$ cat src/hdl/assert_macros.svh
// assertion helpers, clocked on clk and disabled while arst_n is low
`ifndef ASSERT_MACROS_SVH
`define ASSERT_MACROS_SVH

// condition that must hold at every edge out of reset
`define ASSERT_ALWAYS(lbl, prop, msg) \
	lbl: assert property (@(posedge clk) disable iff (!arst_n) (prop)) else $error(msg);

// same-cycle implication
`define ASSERT_IMPL(lbl, ante, cons, msg) \
	lbl: assert property (@(posedge clk) disable iff (!arst_n) (ante) |-> (cons)) else $error(msg);

`endif

$ cat src/hdl/pdfm_pkg.sv
`timescale 1ns / 1ps
`default_nettype none
package pdfm_pkg;

	localparam int TIMER_WIDTH   = 16;
	localparam int CAPTURE_WIDTH = 16;
	localparam int DUTY_WIDTH    = 7;
	localparam int FREQ_WIDTH    = 27;
	localparam int CLK_HZ_WIDTH  = 27;
	localparam int SCALE_WIDTH   = 7;
	localparam int PROD_WIDTH    = TIMER_WIDTH + SCALE_WIDTH;
	localparam int DIV_WIDTH     = (PROD_WIDTH > CLK_HZ_WIDTH) ? PROD_WIDTH : CLK_HZ_WIDTH;
	localparam int CNT_WIDTH     = $clog2(DIV_WIDTH + 1);
	localparam int APB_ADDR_WIDTH = 3;
	localparam int APB_DATA_WIDTH = 32;

	localparam logic [SCALE_WIDTH-1:0]  PERCENT_SCALE  = SCALE_WIDTH'(100);
	localparam logic [CLK_HZ_WIDTH-1:0] CLOCK_HZ_RESET = CLK_HZ_WIDTH'(8000000);

	// register index, taken from the word address
	localparam logic REG_CLOCK_HZ = 1'b0;

	typedef enum logic [1:0] {
		PH_RISE0 = 2'd0,
		PH_FALL  = 2'd1,
		PH_RISE1 = 2'd2
	} phase_t;

	typedef enum logic [1:0] {
		B_IDLE = 2'd0,
		B_DUTY = 2'd1,
		B_FREQ = 2'd2,
		B_DONE = 2'd3
	} back_state_t;

	typedef struct packed {
		logic [TIMER_WIDTH-1:0] high;
		logic [TIMER_WIDTH-1:0] period;
		logic                   valid;
	} job_t;

endpackage
`default_nettype wire

$ cat src/hdl/pdfm_front.sv
`timescale 1ns / 1ps
`default_nettype none
module pdfm_front
	import pdfm_pkg::*;
(
	input  wire logic                     clk,
	input  wire logic                     arst_n,
	input  wire logic                     accept,
	input  wire logic [CAPTURE_WIDTH-1:0] capture_time,
	output logic                          job_push,
	output job_t                          job
);

	phase_t                 phase_q;
	logic [TIMER_WIDTH-1:0] rise_q;
	logic [TIMER_WIDTH-1:0] fall_q;
	logic [TIMER_WIDTH-1:0] t;

	assign t = TIMER_WIDTH'(capture_time);

	always_ff @(posedge clk or negedge arst_n) begin
		if (!arst_n) begin
			phase_q <= PH_RISE0;
		end else if (accept) begin
			unique case (phase_q)
				PH_FALL:  phase_q <= PH_RISE1;
				PH_RISE1: phase_q <= PH_RISE0;
				default:  phase_q <= PH_FALL;
			endcase
		end
	end

	// stamps carry no reset, each is written before it is read
	always_ff @(posedge clk) begin
		if (accept) begin
			if (phase_q == PH_FALL) begin
				fall_q <= t;
			end else if (phase_q != PH_RISE1) begin
				rise_q <= t;
			end
		end
	end

	assign job_push   = accept && (phase_q == PH_RISE1);
	assign job.valid  = (rise_q < fall_q) && (fall_q < t);
	assign job.high   = fall_q - rise_q;
	assign job.period = t - rise_q;

endmodule
`default_nettype wire

$ cat src/hdl/pdfm_queue.sv
`timescale 1ns / 1ps
`default_nettype none
module pdfm_queue
	import pdfm_pkg::*;
(
	input  wire logic clk,
	input  wire logic arst_n,
	input  wire logic push,
	input  job_t      din,
	output logic      full,
	input  wire logic pop,
	output logic      empty,
	output job_t      dout
);

	// two-entry queue: head is the oldest job
	job_t head_q;
	job_t tail_q;
	logic head_vld_q;
	logic tail_vld_q;

	always_ff @(posedge clk or negedge arst_n) begin
		if (!arst_n) begin
			head_vld_q <= 1'b0;
			tail_vld_q <= 1'b0;
		end else if (pop) begin
			if (tail_vld_q) begin
				tail_vld_q <= push;
			end else begin
				head_vld_q <= push;
			end
		end else if (push) begin
			if (head_vld_q) begin
				tail_vld_q <= 1'b1;
			end else begin
				head_vld_q <= 1'b1;
			end
		end
	end

	always_ff @(posedge clk) begin
		if (pop) begin
			if (tail_vld_q) begin
				head_q <= tail_q;
				if (push) begin
					tail_q <= din;
				end
			end else if (push) begin
				head_q <= din;
			end
		end else if (push) begin
			if (head_vld_q) begin
				tail_q <= din;
			end else begin
				head_q <= din;
			end
		end
	end

	assign full  = tail_vld_q;
	assign empty = !head_vld_q;
	assign dout  = head_q;

endmodule
`default_nettype wire

$ cat src/hdl/pdfm_back.sv
`timescale 1ns / 1ps
`default_nettype none
module pdfm_back
	import pdfm_pkg::*;
(
	input  wire logic                    clk,
	input  wire logic                    arst_n,
	input  wire logic [CLK_HZ_WIDTH-1:0] clock_hz,
	input  wire logic                    q_empty,
	input  job_t                         q_job,
	output logic                         q_pop,
	output logic                         empty,
	input  wire logic                    pop,
	output logic [DUTY_WIDTH-1:0]        duty_percent,
	output logic [FREQ_WIDTH-1:0]        frequency_hz,
	output logic                         measure_valid
);

	back_state_t state_q, state_d;

	logic [DIV_WIDTH-1:0]   dvd_q;
	logic [TIMER_WIDTH-1:0] dvs_q;
	logic [TIMER_WIDTH-1:0] rem_q;
	logic [CNT_WIDTH-1:0]   cnt_q;
	logic [DUTY_WIDTH-1:0]  duty_q;
	logic [FREQ_WIDTH-1:0]  freq_q;
	logic                   vld_q;
	logic                   out_full_q;

	logic [PROD_WIDTH-1:0]  prod;
	logic [TIMER_WIDTH:0]   rem_sh;
	logic [TIMER_WIDTH:0]   diff;
	logic                   ge;
	logic [TIMER_WIDTH-1:0] rem_next;
	logic [DIV_WIDTH-1:0]   dvd_next;
	logic                   last_step;
	logic                   load_out;

	// one restoring division step per cycle
	assign prod     = PROD_WIDTH'(q_job.high) * PROD_WIDTH'(PERCENT_SCALE);
	assign rem_sh   = {rem_q, dvd_q[DIV_WIDTH-1]};
	assign diff     = rem_sh - {1'b0, dvs_q};
	assign ge       = (rem_sh >= {1'b0, dvs_q});
	assign rem_next = ge ? diff[TIMER_WIDTH-1:0] : rem_sh[TIMER_WIDTH-1:0];
	assign dvd_next = {dvd_q[DIV_WIDTH-2:0], ge};
	assign last_step = (cnt_q == CNT_WIDTH'(1));

	always_comb begin
		state_d = state_q;
		unique case (state_q)
			B_IDLE: if (!q_empty) state_d = q_job.valid ? B_DUTY : B_DONE;
			B_DUTY: if (last_step) state_d = B_FREQ;
			B_FREQ: if (last_step) state_d = B_DONE;
			B_DONE: if (!out_full_q || pop) state_d = B_IDLE;
			default: state_d = B_IDLE;
		endcase
	end

	always_comb begin
		q_pop    = (state_q == B_IDLE) && !q_empty;
		load_out = (state_q == B_DONE) && (!out_full_q || pop);
	end

	always_ff @(posedge clk or negedge arst_n) begin
		if (!arst_n) begin
			state_q    <= B_IDLE;
			out_full_q <= 1'b0;
		end else begin
			state_q <= state_d;
			if (load_out) begin
				out_full_q <= 1'b1;
			end else if (pop) begin
				out_full_q <= 1'b0;
			end
		end
	end

	always_ff @(posedge clk) begin
		if (q_pop) begin
			dvd_q  <= DIV_WIDTH'(prod);
			dvs_q  <= q_job.period;
			rem_q  <= '0;
			cnt_q  <= CNT_WIDTH'(DIV_WIDTH);
			vld_q  <= q_job.valid;
			duty_q <= '0;
			freq_q <= '0;
		end else if (state_q == B_DUTY) begin
			if (last_step) begin
				duty_q <= dvd_next[DUTY_WIDTH-1:0];
				dvd_q  <= DIV_WIDTH'(clock_hz);
				rem_q  <= '0;
				cnt_q  <= CNT_WIDTH'(DIV_WIDTH);
			end else begin
				dvd_q <= dvd_next;
				rem_q <= rem_next;
				cnt_q <= cnt_q - CNT_WIDTH'(1);
			end
		end else if (state_q == B_FREQ) begin
			dvd_q <= dvd_next;
			rem_q <= rem_next;
			cnt_q <= cnt_q - CNT_WIDTH'(1);
			if (last_step) begin
				freq_q <= dvd_next[FREQ_WIDTH-1:0];
			end
		end
		if (load_out) begin
			duty_percent  <= duty_q;
			frequency_hz  <= freq_q;
			measure_valid <= vld_q;
		end
	end

	assign empty = !out_full_q;

endmodule
`default_nettype wire

$ cat src/hdl/pwm_duty_freq_meter.sv
// pwm duty and frequency meter from input-capture timestamps
// a result follows the transaction of the third capture through the job queue, the queue pop,
// 27 + 27 restoring-divider steps and the output load; an invalid triple skips the divider steps
// throughput: one result per third capture; the back end works on one job at a time, and
// a two-deep job queue lets the capture side keep taking transactions while the queue has room
// reset: arst_n async low clears phase, queue, back-end state and output slot; clock_hz -> 8000000
`timescale 1ns / 1ps
`default_nettype none
`include "assert_macros.svh"
module pwm_duty_freq_meter
	import pdfm_pkg::*;
(
	input  wire logic                      clk,
	input  wire logic                      arst_n,
	// capture side
	input  wire logic                      push,
	output logic                           full,
	input  wire logic [CAPTURE_WIDTH-1:0]  capture_time,
	// result side
	output logic                           empty,
	input  wire logic                      pop,
	output logic [DUTY_WIDTH-1:0]          duty_percent,
	output logic [FREQ_WIDTH-1:0]          frequency_hz,
	output logic                           measure_valid,
	// configuration
	input  wire logic                      psel,
	input  wire logic                      penable,
	input  wire logic                      pwrite,
	input  wire logic [APB_ADDR_WIDTH-1:0] paddr,
	input  wire logic [APB_DATA_WIDTH-1:0] pwdata,
	output logic [APB_DATA_WIDTH-1:0]      prdata,
	output logic                           pready
);

	logic [CLK_HZ_WIDTH-1:0] clock_hz_q;
	logic                    accept;
	logic                    job_push;
	job_t                    job_in;
	job_t                    job_out;
	logic                    q_empty;
	logic                    q_pop;
	logic                    cfg_wr;

	// register file: one word, clock_hz at byte address 0
	assign pready = 1'b1;
	assign cfg_wr = psel && penable && pwrite && pready;

	always_ff @(posedge clk or negedge arst_n) begin
		if (!arst_n) begin
			clock_hz_q <= CLOCK_HZ_RESET;
		end else if (cfg_wr && (paddr[2] == REG_CLOCK_HZ)) begin
			clock_hz_q <= pwdata[CLK_HZ_WIDTH-1:0];
		end
	end

	// reads of addresses past the register return zero
	always_comb begin
		prdata = '0;
		if (paddr[2] == REG_CLOCK_HZ) begin
			prdata = APB_DATA_WIDTH'(clock_hz_q);
		end
	end

	// a capture transaction goes in whenever the job queue has room
	assign accept = push && !full;

	// front end: phase tracking, stamp storage, ordering check
	pdfm_front u_front (
		.clk          (clk),
		.arst_n       (arst_n),
		.accept       (accept),
		.capture_time (capture_time),
		.job_push     (job_push),
		.job          (job_in)
	);

	// decouples the capture side from the divider
	pdfm_queue u_queue (
		.clk    (clk),
		.arst_n (arst_n),
		.push   (job_push),
		.din    (job_in),
		.full   (full),
		.pop    (q_pop),
		.empty  (q_empty),
		.dout   (job_out)
	);

	// back end: duty and frequency divisions, output slot
	pdfm_back u_back (
		.clk           (clk),
		.arst_n        (arst_n),
		.clock_hz      (clock_hz_q),
		.q_empty       (q_empty),
		.q_job         (job_out),
		.q_pop         (q_pop),
		.empty         (empty),
		.pop           (pop),
		.duty_percent  (duty_percent),
		.frequency_hz  (frequency_hz),
		.measure_valid (measure_valid)
	);

	// an invalid measurement carries all-zero fields
	`ASSERT_IMPL(a_invalid_zero, !empty && !measure_valid, duty_percent == '0 && frequency_hz == '0, "invalid result with nonzero fields")
	// duty of a valid measurement stays below one hundred percent
	`ASSERT_IMPL(a_duty_range, !empty && measure_valid, duty_percent < DUTY_WIDTH'(100), "duty out of range")
	// jobs only enter the queue from an accepted capture transaction
	`ASSERT_IMPL(a_push_accept, job_push, push && !full, "job pushed without a capture transaction")

endmodule
`default_nettype wire
$ cat config.mk
export PLATFORM = sky130hd
export DESIGN_NAME = pwm_duty_freq_meter
export DESIGN_NICKNAME = d
export VERILOG_FILES = /design/src/hdl/pdfm_pkg.sv /design/src/hdl/pdfm_front.sv /design/src/hdl/pdfm_queue.sv /design/src/hdl/pdfm_back.sv /design/src/hdl/pwm_duty_freq_meter.sv
export VERILOG_INCLUDE_DIRS = /design/src /design/src/hdl
export SDC_FILE = /design/constraint.sdc
export NUM_CORES = 1
export LEC_CHECK = 0
export BUFFER_PORTS_ARGS = -buffer_cell sky130_fd_sc_hd__clkbuf_2
export CORE_ASPECT_RATIO = 1.2
export CORE_MARGIN = 4
export CORE_UTILIZATION = 31
export CTS_CLUSTER_SIZE = 30
export DETAILED_ROUTE_END_ITERATION = 10
export RECOVER_POWER = 100
export SLEW_MARGIN = 20
export SYNTH_ARGS = -nofsm -noshare
export SYNTH_HDL_FRONTEND = slang
export SYNTH_HIERARCHICAL = 1
export SYNTH_SLANG_ARGS = --single-unit
$ cat constraint.sdc
create_clock -name clk -period 9.42 [get_ports clk]
set_input_delay 1.413 -clock clk [delete_from_list [all_inputs] [get_ports clk]]
set_output_delay 1.413 -clock clk [all_outputs]
set_load 0.1 [all_outputs]
==> results summary, run 1 <==
The tree is rooted in a sky130_fd_sc_hd__clkbuf_16. The die is around 250 um tall. The area of the core region is 0.0462 sq mm.

The die is 206 um wide. The worst-case reg-to-reg path depth came out at 8. The share of final-layout standard cells stronger than drive strength 1 is 7.99%.

The area of combinational cells with multiple inputs came out at ~0.0064 sq mm. The checks that failed: max-capacitance violations, max-slew violations. The worst pin sits at a relative slew slack of -41.2%. After detailed routing, the number of vias per cell comes to about 4.6. Ranked by total cell area, the synthesized netlist is headed by sky130_fd_sc_hd__edfxtp_1 35%, sky130_fd_sc_hd__ha_1 11%, sky130_fd_sc_hd__dfxtp_1 8.4%, sky130_fd_sc_hd__mux2_4 5.1%, sky130_fd_sc_hd__dfrtp_1 4.6%. In this run, post-CTS hold repair placed 0 buffers. Entering global routing, the biggest net connects 50 pins.

The most used flip-flop cell after synthesis is sky130_fd_sc_hd__edfxtp_1. The final setup slack of the worst path is roughly 3800 ps. The min-delay analysis places its worst path in the category register to register. The detailed-route via count is about 9500. Setup repair after global routing left no endpoint under its margin. Sequential cells were found to cover 49.6% of the synthesized design area. The initial utilization of the core area, before any placement, comes to 31.5%. The number of iterations in the first detailed-routing pass came out at 5. The number of global-route vias before repair came out at 9549. The final sum of negative setup slack is 0 ps. OpenSTA, run right after detailed placement, puts the worst setup slack at around 5400 ps. The DRC violation count after routing is 0. The worst setup path category is register to register. Setup violations remaining at the end of the flow were counted as 0. The number of setup buffers added after CTS is 0. The clock-pin slew on the worst setup and hold paths came out at roughly 60 ps.

The count of pins on the block boundary is around 130. In this run the number of H-tree levels came out at 1. The number of antenna repair diodes came out at 0. The global route total overflow came out at 0.

The final cycle utilization of the critical path is between 50 and 60%. Buffers inserted during clock tree synthesis total 30. Across every metal layer, demand over resource in global routing totals 11.7%. In this run, synthesis produced a sequential element count of 266. The internal reg-to-reg setup slack came out at 3800 ps. The netlist uses 82 different library cells. During synthesis, Yosys emitted a total of 6 warnings. For this block, the initial DRC count from the detailed router was 390. The setup clock skew after layout came out at 10.2 ps.

TritonCTS built the clock tree. The layout overhead on the synthesized area is 12.7%. The maximum achievable frequency is 178 MHz. The total power per unit cell area is 334 mW/mm^2. The flow ran to the end, but the final reports show violations. The count of clock tree sinks is 266. The total of fill cells in the finished design is ~4600. The fraction of synthesis flops using an asynchronous set or reset pin came out at 12.8%. The wire length of the first global-routing pass is between 40000 and 50000 um.

The number of antenna violations at the first check in global routing is 0. The number of flops mapped to enable cells by yosys is about 170. The synthesized design devotes to its leading area cell type 35.3% of total area. The number of cell rows is 86.

The number of hold violations in the final report was 0. The quantity of I/O buffers inserted on ports is 114. The commonest cells after synthesis are 176 x sky130_fd_sc_hd__nand2_1, 171 x sky130_fd_sc_hd__edfxtp_1, 123 x sky130_fd_sc_hd__ha_1, 123 x sky130_fd_sc_hd__inv_1, 87 x sky130_fd_sc_hd__a21oi_1. The placer's final routability congestion estimate is between 0.8 and 0.9. The total wire length after detailed routing came out at 30100 um.

The clock period minus worst slack came out at approximately 5600 ps. The static power due to leakage came out at 6.61 nW. Dividing the detail-routed wire length by the instance count gives around 15 um. The area of the die came out at around 0.050 sq mm. A synthesized cell averages 11.2 sq um.

In the synthesized netlist, the number of instances is 1302. Among all cell types in the netlist, the one instantiated most often is sky130_fd_sc_hd__nand2_1. The worst setup path is captured at a register. At the end of the flow, the number of nets in the layout was 1611. At the pin with the least slew margin, the transition time is between 2000 and 2500 ps. The largest area contributor in the netlist is sky130_fd_sc_hd__edfxtp_1. The clock insertion delay at the later pin of the skew report is 560 ps. The max-slew violation count was 298.

Data on the critical path arrives at its endpoint at 5670 ps. Along the worst hold path, the cell count comes to 0. The half-perimeter wire length after placement came out at 22300 um.

The peak fanout along the critical path came out at 42. STA classifies the critical path startpoint as a register. The mapped cell area came out at 0.0145 sq mm. The maximum vdd ir drop came out at about 200 uV. The remaining antenna violation count after routing is 0. The required time of the worst setup path came out at 9470 ps. The max-capacitance violation count is 8.

The clock passes through at most 3 buffers. The post-cts gate resize count is 0. In the final layout, flip-flops and latches occupy ~0.007 sq mm.
-- layer usage --
layer / vias up / GRT usage, % / part of all wire [%]
li1: 4808 / - / -
met1: 4465 / 15.2 / 45
met2: 166 / 20.3 / 48
met3: 45 / 1.65 / 4.5
met4: 0 / 3.39 / 2.3
met5: - / 0 / 0
-- stage by stage --
step / instances / total power (W) / hold slack (ps) / util [%] / area [sq um]
2_1_floorplan: 1306 / 0.00390 / 400 / - / 14600
3_3_place_gp: 2000 / 0.00438 / 402 / 34.0 / 15700
3_5_place_dp: 2000 / 0.00442 / 405 / 34.0 / 15700
4_1_cts: 2056 / 0.00567 / 416 / 36.3 / 16800
5_1_grt: 2056 / 0.00588 / 432 / 35.5 / 16400
6_report: 2056 / 0.00546 / 412 / 35.5 / 16400
-- sequential cells by signal (all words and copies together) (netlist names), 5 cells and up --
register             cells
u_back/rem_q            16
u_queue/dout            33
u_back/dvd_q            27
clock_hz_q              27
u_front/rise_q          16
u_back/duty_percent      7
u_back/dvs_q            16
u_back/frequency_hz     27
u_front/fall_q          16
u_queue/tail_q          33
u_back/cnt_q             5
u_back/freq_q           27
u_back/duty_q            7
-- power by group --
group | switching [W] | internal (W)
clock network | 0.000477 | 0.000727
logic | 0.00165 | 0.000800
registers | 0.000146 | 0.00166
total | 0.00227 | 0.00319
-- cell type report --
cell class	count	share of cell area (%)
timing repair buffer	122	3.06
inverter	124	2.93
multi-input combinational	872	38.8
clock buffer	43	5.77
clock inverter	13	0.680
sequential	266	44.1
tap	616	4.71
-- path summary, 6_finish.rpt --
check,startpoint,end
max in group asynchronous,arst_n,u_front/phase_q[0]
min in group asynchronous,arst_n,clock_hz_q[10]
setup / recovery,u_back/state_q[1],u_queue/tail_q[21]
setup reg to reg,u_back/state_q[1],u_queue/tail_q[21]
hold / removal,u_queue/dout[3],u_back/dvs_q[2]
hold reg to reg,u_queue/dout[3],u_back/dvs_q[2]
-- cells in the final DEF (no fill, tap or decap), types with 4 or more instances in the layout --
cell type and instances:
sky130_fd_sc_hd__xor2_1 16, sky130_fd_sc_hd__conb_1 6, sky130_fd_sc_hd__mux2_1 49, sky130_fd_sc_hd__a211oi_1 8
sky130_fd_sc_hd__clkbuf_1 92, sky130_fd_sc_hd__fa_1 14, sky130_fd_sc_hd__o21ai_1 4, sky130_fd_sc_hd__o21a_1 9
sky130_fd_sc_hd__nor2b_1 34, sky130_fd_sc_hd__clkbuf_2 32, sky130_fd_sc_hd__nand4_1 7, sky130_fd_sc_hd__edfxtp_1 171
sky130_fd_sc_hd__nor3_1 11, sky130_fd_sc_hd__nand2b_1 7, sky130_fd_sc_hd__ha_1 123, sky130_fd_sc_hd__nand3_1 11
sky130_fd_sc_hd__mux2_2 10, sky130_fd_sc_hd__o21ai_0 46, sky130_fd_sc_hd__and3_1 9, sky130_fd_sc_hd__a21o_1 16
sky130_fd_sc_hd__mux2i_1 17, sky130_fd_sc_hd__a31oi_1 24, sky130_fd_sc_hd__and2b_1 5, sky130_fd_sc_hd__nand2_1 177
sky130_fd_sc_hd__o211ai_1 7, sky130_fd_sc_hd__dfxtp_1 61, sky130_fd_sc_hd__nor2_1 59, sky130_fd_sc_hd__o21bai_1 8
sky130_fd_sc_hd__clkinv_2 6, sky130_fd_sc_hd__a21oi_1 87, sky130_fd_sc_hd__clkinv_4 4, sky130_fd_sc_hd__xnor2_1 38
sky130_fd_sc_hd__dfrtp_1 27, sky130_fd_sc_hd__dfstp_2 7, sky130_fd_sc_hd__a311oi_1 6, sky130_fd_sc_hd__inv_1 123
sky130_fd_sc_hd__clkbuf_16 34, sky130_fd_sc_hd__clkbuf_8 6
-- kinds of logic after synthesis --
family | after synthesis | share of synthesized area, %
simple gates | 350 | 11.4
flops | 266 | 49.6
compound gates | 248 | 11.0
buf+inv | 168 | 5.00
fa+ha+maj | 137 | 12.5
mux | 77 | 7.08
xor+xnor | 54 | 3.25
other cells | 2 | 0.0517
-- critical path, cell delays in order, from the launching register on --
cell                       delay [ps]
sky130_fd_sc_hd__dfrtp_1          400
sky130_fd_sc_hd__inv_1            100
sky130_fd_sc_hd__ha_1             200
sky130_fd_sc_hd__nand2b_1          80
sky130_fd_sc_hd__clkbuf_1        1230
sky130_fd_sc_hd__inv_1            890
sky130_fd_sc_hd__nand2_1         1300
sky130_fd_sc_hd__a21oi_1          140
sky130_fd_sc_hd__clkbuf_1         720
Power figures use the tool's default switching activity.
==> inputs of run 2 (changes only) <==
Clock period 9.42 ns to 5.5 ns, I/O delays scaled along.
==> run 2 against run 1 <==
The flow still finishes with violations (max-capacitance violations, max-slew violations). Critical path depth decreased by 1. Via count increased by 0.75%. Combinational power increased by 71%. Sequential share of layout area increased by 0.19 points. Highest routed layer is now met5. Critical path type unchanged. Setup slack got worse by 2300 ps. Non-clock buffer count increased by 1. Design area decreased by 0.43%. Die area unchanged. Routed wire length increased by 0.10%. Clock skew increased by 4.0 ps. Cell count about the same.
==> results summary, run 2 (synthesis gave the netlist of run 1 again) <==
The number of global-route vias before repair came out at 9726 (+1.9%). The initial cell density of the core came out at 31.5% (unchanged). In this run the critical register-to-register path is launched from u_back/state_q[0]. The average vias per placed instance is 4.65 (+0.80%). The die extent in y was 245 um (unchanged). The remaining antenna violation count after routing is 0 (unchanged). In this run the worst hold path is classified as primary input to async pin. The floorplan die width came out at 206 um (unchanged).

The final reports fail on max-capacitance violations, max-slew violations. The power after layout came out at 0.00925 W (+69%). The tightest slew margin relative to the limit came to -21.3% (+20 points).

The layout overhead on the synthesized area is 12.2%. The area of the core region is 0.0462 sq mm (unchanged). The slew of the pin with the lowest slew margin came out at 1820 ps (-299 ps). The number of hold violations in the final report came out at 0 (unchanged). The stage delay of the slowest cell on the critical path came to 1070 ps (-230 ps). The detailed-route via count came out at 9555 (+0.75%). In the layout the commonest cells are 177 x sky130_fd_sc_hd__nand2_1, 171 x sky130_fd_sc_hd__edfxtp_1, 123 x sky130_fd_sc_hd__inv_1, 123 x sky130_fd_sc_hd__ha_1, 93 x sky130_fd_sc_hd__clkbuf_1. The required time of the worst setup path is 5670 ps (-3800 ps). The share of final-layout standard cells stronger than drive strength 1 is 7.78% (-0.20 points). The pin count of the biggest net entering global routing came to 50 (unchanged). The startpoint kind of the worst setup timing path is a register. The number of buffer and inverter instances along the worst setup path came out at 3 (-1). The number of antenna repair diodes came out at 0 (unchanged). The power share of the clock group came to 21.1% (-0.9 points). The number of iterations in the first detailed-routing pass came to 4 (-1).

CTS placed an instance of sky130_fd_sc_hd__clkbuf_16 at the clock tree root. The wire length of the first global-routing pass came to 49600 um (+1.2%). The final cycle utilization of the critical path came out at 72.6% (+13 points). The total wire length after detailed routing is 30200 um (+0.10%). Walking the worst path, the cells encountered are inv_1 -> ha_1 -> nand2b_1 -> inv_1 -> nand2_1 -> a21oi_1 -> clkbuf_2. The number of setup violations in the final report came out at 0 (unchanged). The count of clock tree sinks is 266 (unchanged). The maximum vdd ir drop was 257 uV (+28%). The placer's final routability congestion estimate was 0.837 (-0.90%). The peak fanout along the critical path came out at 34 (-19%). The total of fill cells in the finished design came to 4655 (+0.67%). The number of buffers on the longest clock path came out at 3 (unchanged). The detail-routed net length per standard cell came out at 14.7 um (+0.15%). The clock-pin slew on the worst setup and hold paths is 60 ps (about the same). The cell-internal power came out at 0.00538 W (+68%).

The part of the power in combinational logic is 45.3% (+0.5 points). The final-stage net count is 1611 (unchanged). The max-slew violation count came out at 178 (-40%).

The clock insertion delay at the later pin of the skew report is 550 ps (about the same). The post-cts hold buffer count came out at 0 (unchanged). The endpoint type of the worst setup path is a register. The sequential share of power came to 33.5% (+0.4 points). The post-cts gate resize count came out at 0 (unchanged). The H-tree depth reported by CTS came out at 1 (unchanged).

By startpoint and endpoint, the worst setup path is classified as register to register. The run finished, with violations left. The net switching power figure is 0.00387 W (+71%). The number of antenna violations at the first check in global routing is 1 (+1). TritonCTS built the clock tree. The switching fraction of total power came to 41.9% (+0.29 points). The clock period minus worst slack came to 3990 ps (-1630 ps). The quantity of I/O buffers inserted on ports is 114 (unchanged). The static power due to leakage came out at 6.57 nW (-0.67%). The max-capacitance violation count came out at 5 (-3).

The area of the die is 0.0504 sq mm (unchanged). The number of setup buffers added after CTS is 0 (unchanged). The clock buffer count from CTS was 29 (-3.3%). On the critical path, the stage with the largest delay is an instance of sky130_fd_sc_hd__nand2_1. The total power per unit cell area is 567 mW/mm^2 (+70%). The setup clock skew after layout came out at 14.2 ps (+4.00 ps). The half-perimeter wire length after placement came out at 22400 um (+0.76%).

Tracing the worst setup path back leads to its startpoint at u_back/state_q[0]. The most used cell along the critical path is sky130_fd_sc_hd__inv_1. The DRC violation count after routing came out at 0 (unchanged).

The final sum of negative setup slack is 0 ps (unchanged). The number of cell rows is 86 (unchanged). Setup repair after global routing left no endpoint under its margin. The library cell used most frequently in the layout, excluding fill and tap cells, is sky130_fd_sc_hd__nand2_1. In this design, the largest share of critical-path delay is due to buffers and inverters. The initial DRC count was 478 (+23%). The cell area after placement is 0.0157 sq mm (unchanged). The count of pins on the block boundary is 128 (unchanged).

The maximum achievable frequency came out at 251 MHz (+41%). The global route total overflow came out at 0 (unchanged). The area of all placed cells without fillers is 0.0163 sq mm (-0.43%). The critical path data arrival time came to 4160 ps (-1510 ps). The share of the core filled with cells was 35.3% (-0.15 points).

The overall routing resource usage came out at 11.8% (+0.077 points).
[run 2: cell count changes in the layout (fill, tap and decap cells not counted), moves of 3 or more]
cell | before | now
sky130_fd_sc_hd__clkbuf_8 | 6 | 0
sky130_fd_sc_hd__clkinv_4 | 4 | 0
sky130_fd_sc_hd__clkinv_1 | 0 | 3
sky130_fd_sc_hd__inv_6 | 1 | 4
[run 2: metal layers]
layer,GRT usage (%),share of wire [%]
met5,0,0.043
met3,1.96,4.3
met2,20.4,48
met4,3.21,1.7
met1,15.3,46
[run 2: area by class of cell]
| type | count | area (sq um) | share of cell area, % |
|---|---|---|---|
| clock inverters | 17 | 155 | 0.951 |
| inverters | 124 | 479 | 2.94 |
| clock buffers | 37 | 820 | 5.03 |
| flip-flops and latches | 266 | 7220 | 44.2 |
| multi-input cells | 872 | 6360 | 39.0 |
| well taps | 616 | 771 | 4.73 |
| repair buffers | 123 | 510 | 3.13 |
[run 2: worst register-to-register path, cell delays in order, from the launching register on]
cell                       delay [ps]
sky130_fd_sc_hd__dfrtp_1          410
sky130_fd_sc_hd__inv_1            130
sky130_fd_sc_hd__ha_1             180
sky130_fd_sc_hd__nand2b_1          90
sky130_fd_sc_hd__inv_1            640
sky130_fd_sc_hd__nand2_1         1080
sky130_fd_sc_hd__a21oi_1          390
sky130_fd_sc_hd__clkbuf_2         670
[run 2: worst paths after layout]
| kind | to | slack, ps | depth (start not counted) |
|---|---|---|---|
| max | u_queue/tail_q[8] | 1510 | 7 |
| max in group asynchronous | u_queue/head_vld_q | 3400 | 2 |
| max reg2reg | u_queue/tail_q[8] | 1510 | 7 |
| min in group clk | u_back/dvs_q[7] | 420 | 0 |
| min reg2reg | u_back/dvs_q[7] | 420 | 0 |
| min | clock_hz_q[10] | 280 | 1 |
[run 2: through the flow]
stage	worst slack (ps)	instances	hold slack [ps]
detailed placement	1790	2000	405
CTS	1770	2054	413
global placement	1760	2000	403
finish	1510	2055	279
floorplan	984	1306	400
global route	1000	2055	294
[run 2: power groups by stage]
stage | Sequential, W | Combinational (W) | Clock [W]
6_report | 0.00310 | 0.00419 | 0.00195
5_1_grt | 0.00315 | 0.00468 | 0.00211
4_1_cts | 0.00310 | 0.00446 | 0.00203
3_5_place_dp | 0.00314 | 0.00443 | 0
3_3_place_gp | 0.00313 | 0.00437 | 0
2_1_floorplan | 0.00364 | 0.00303 | 0
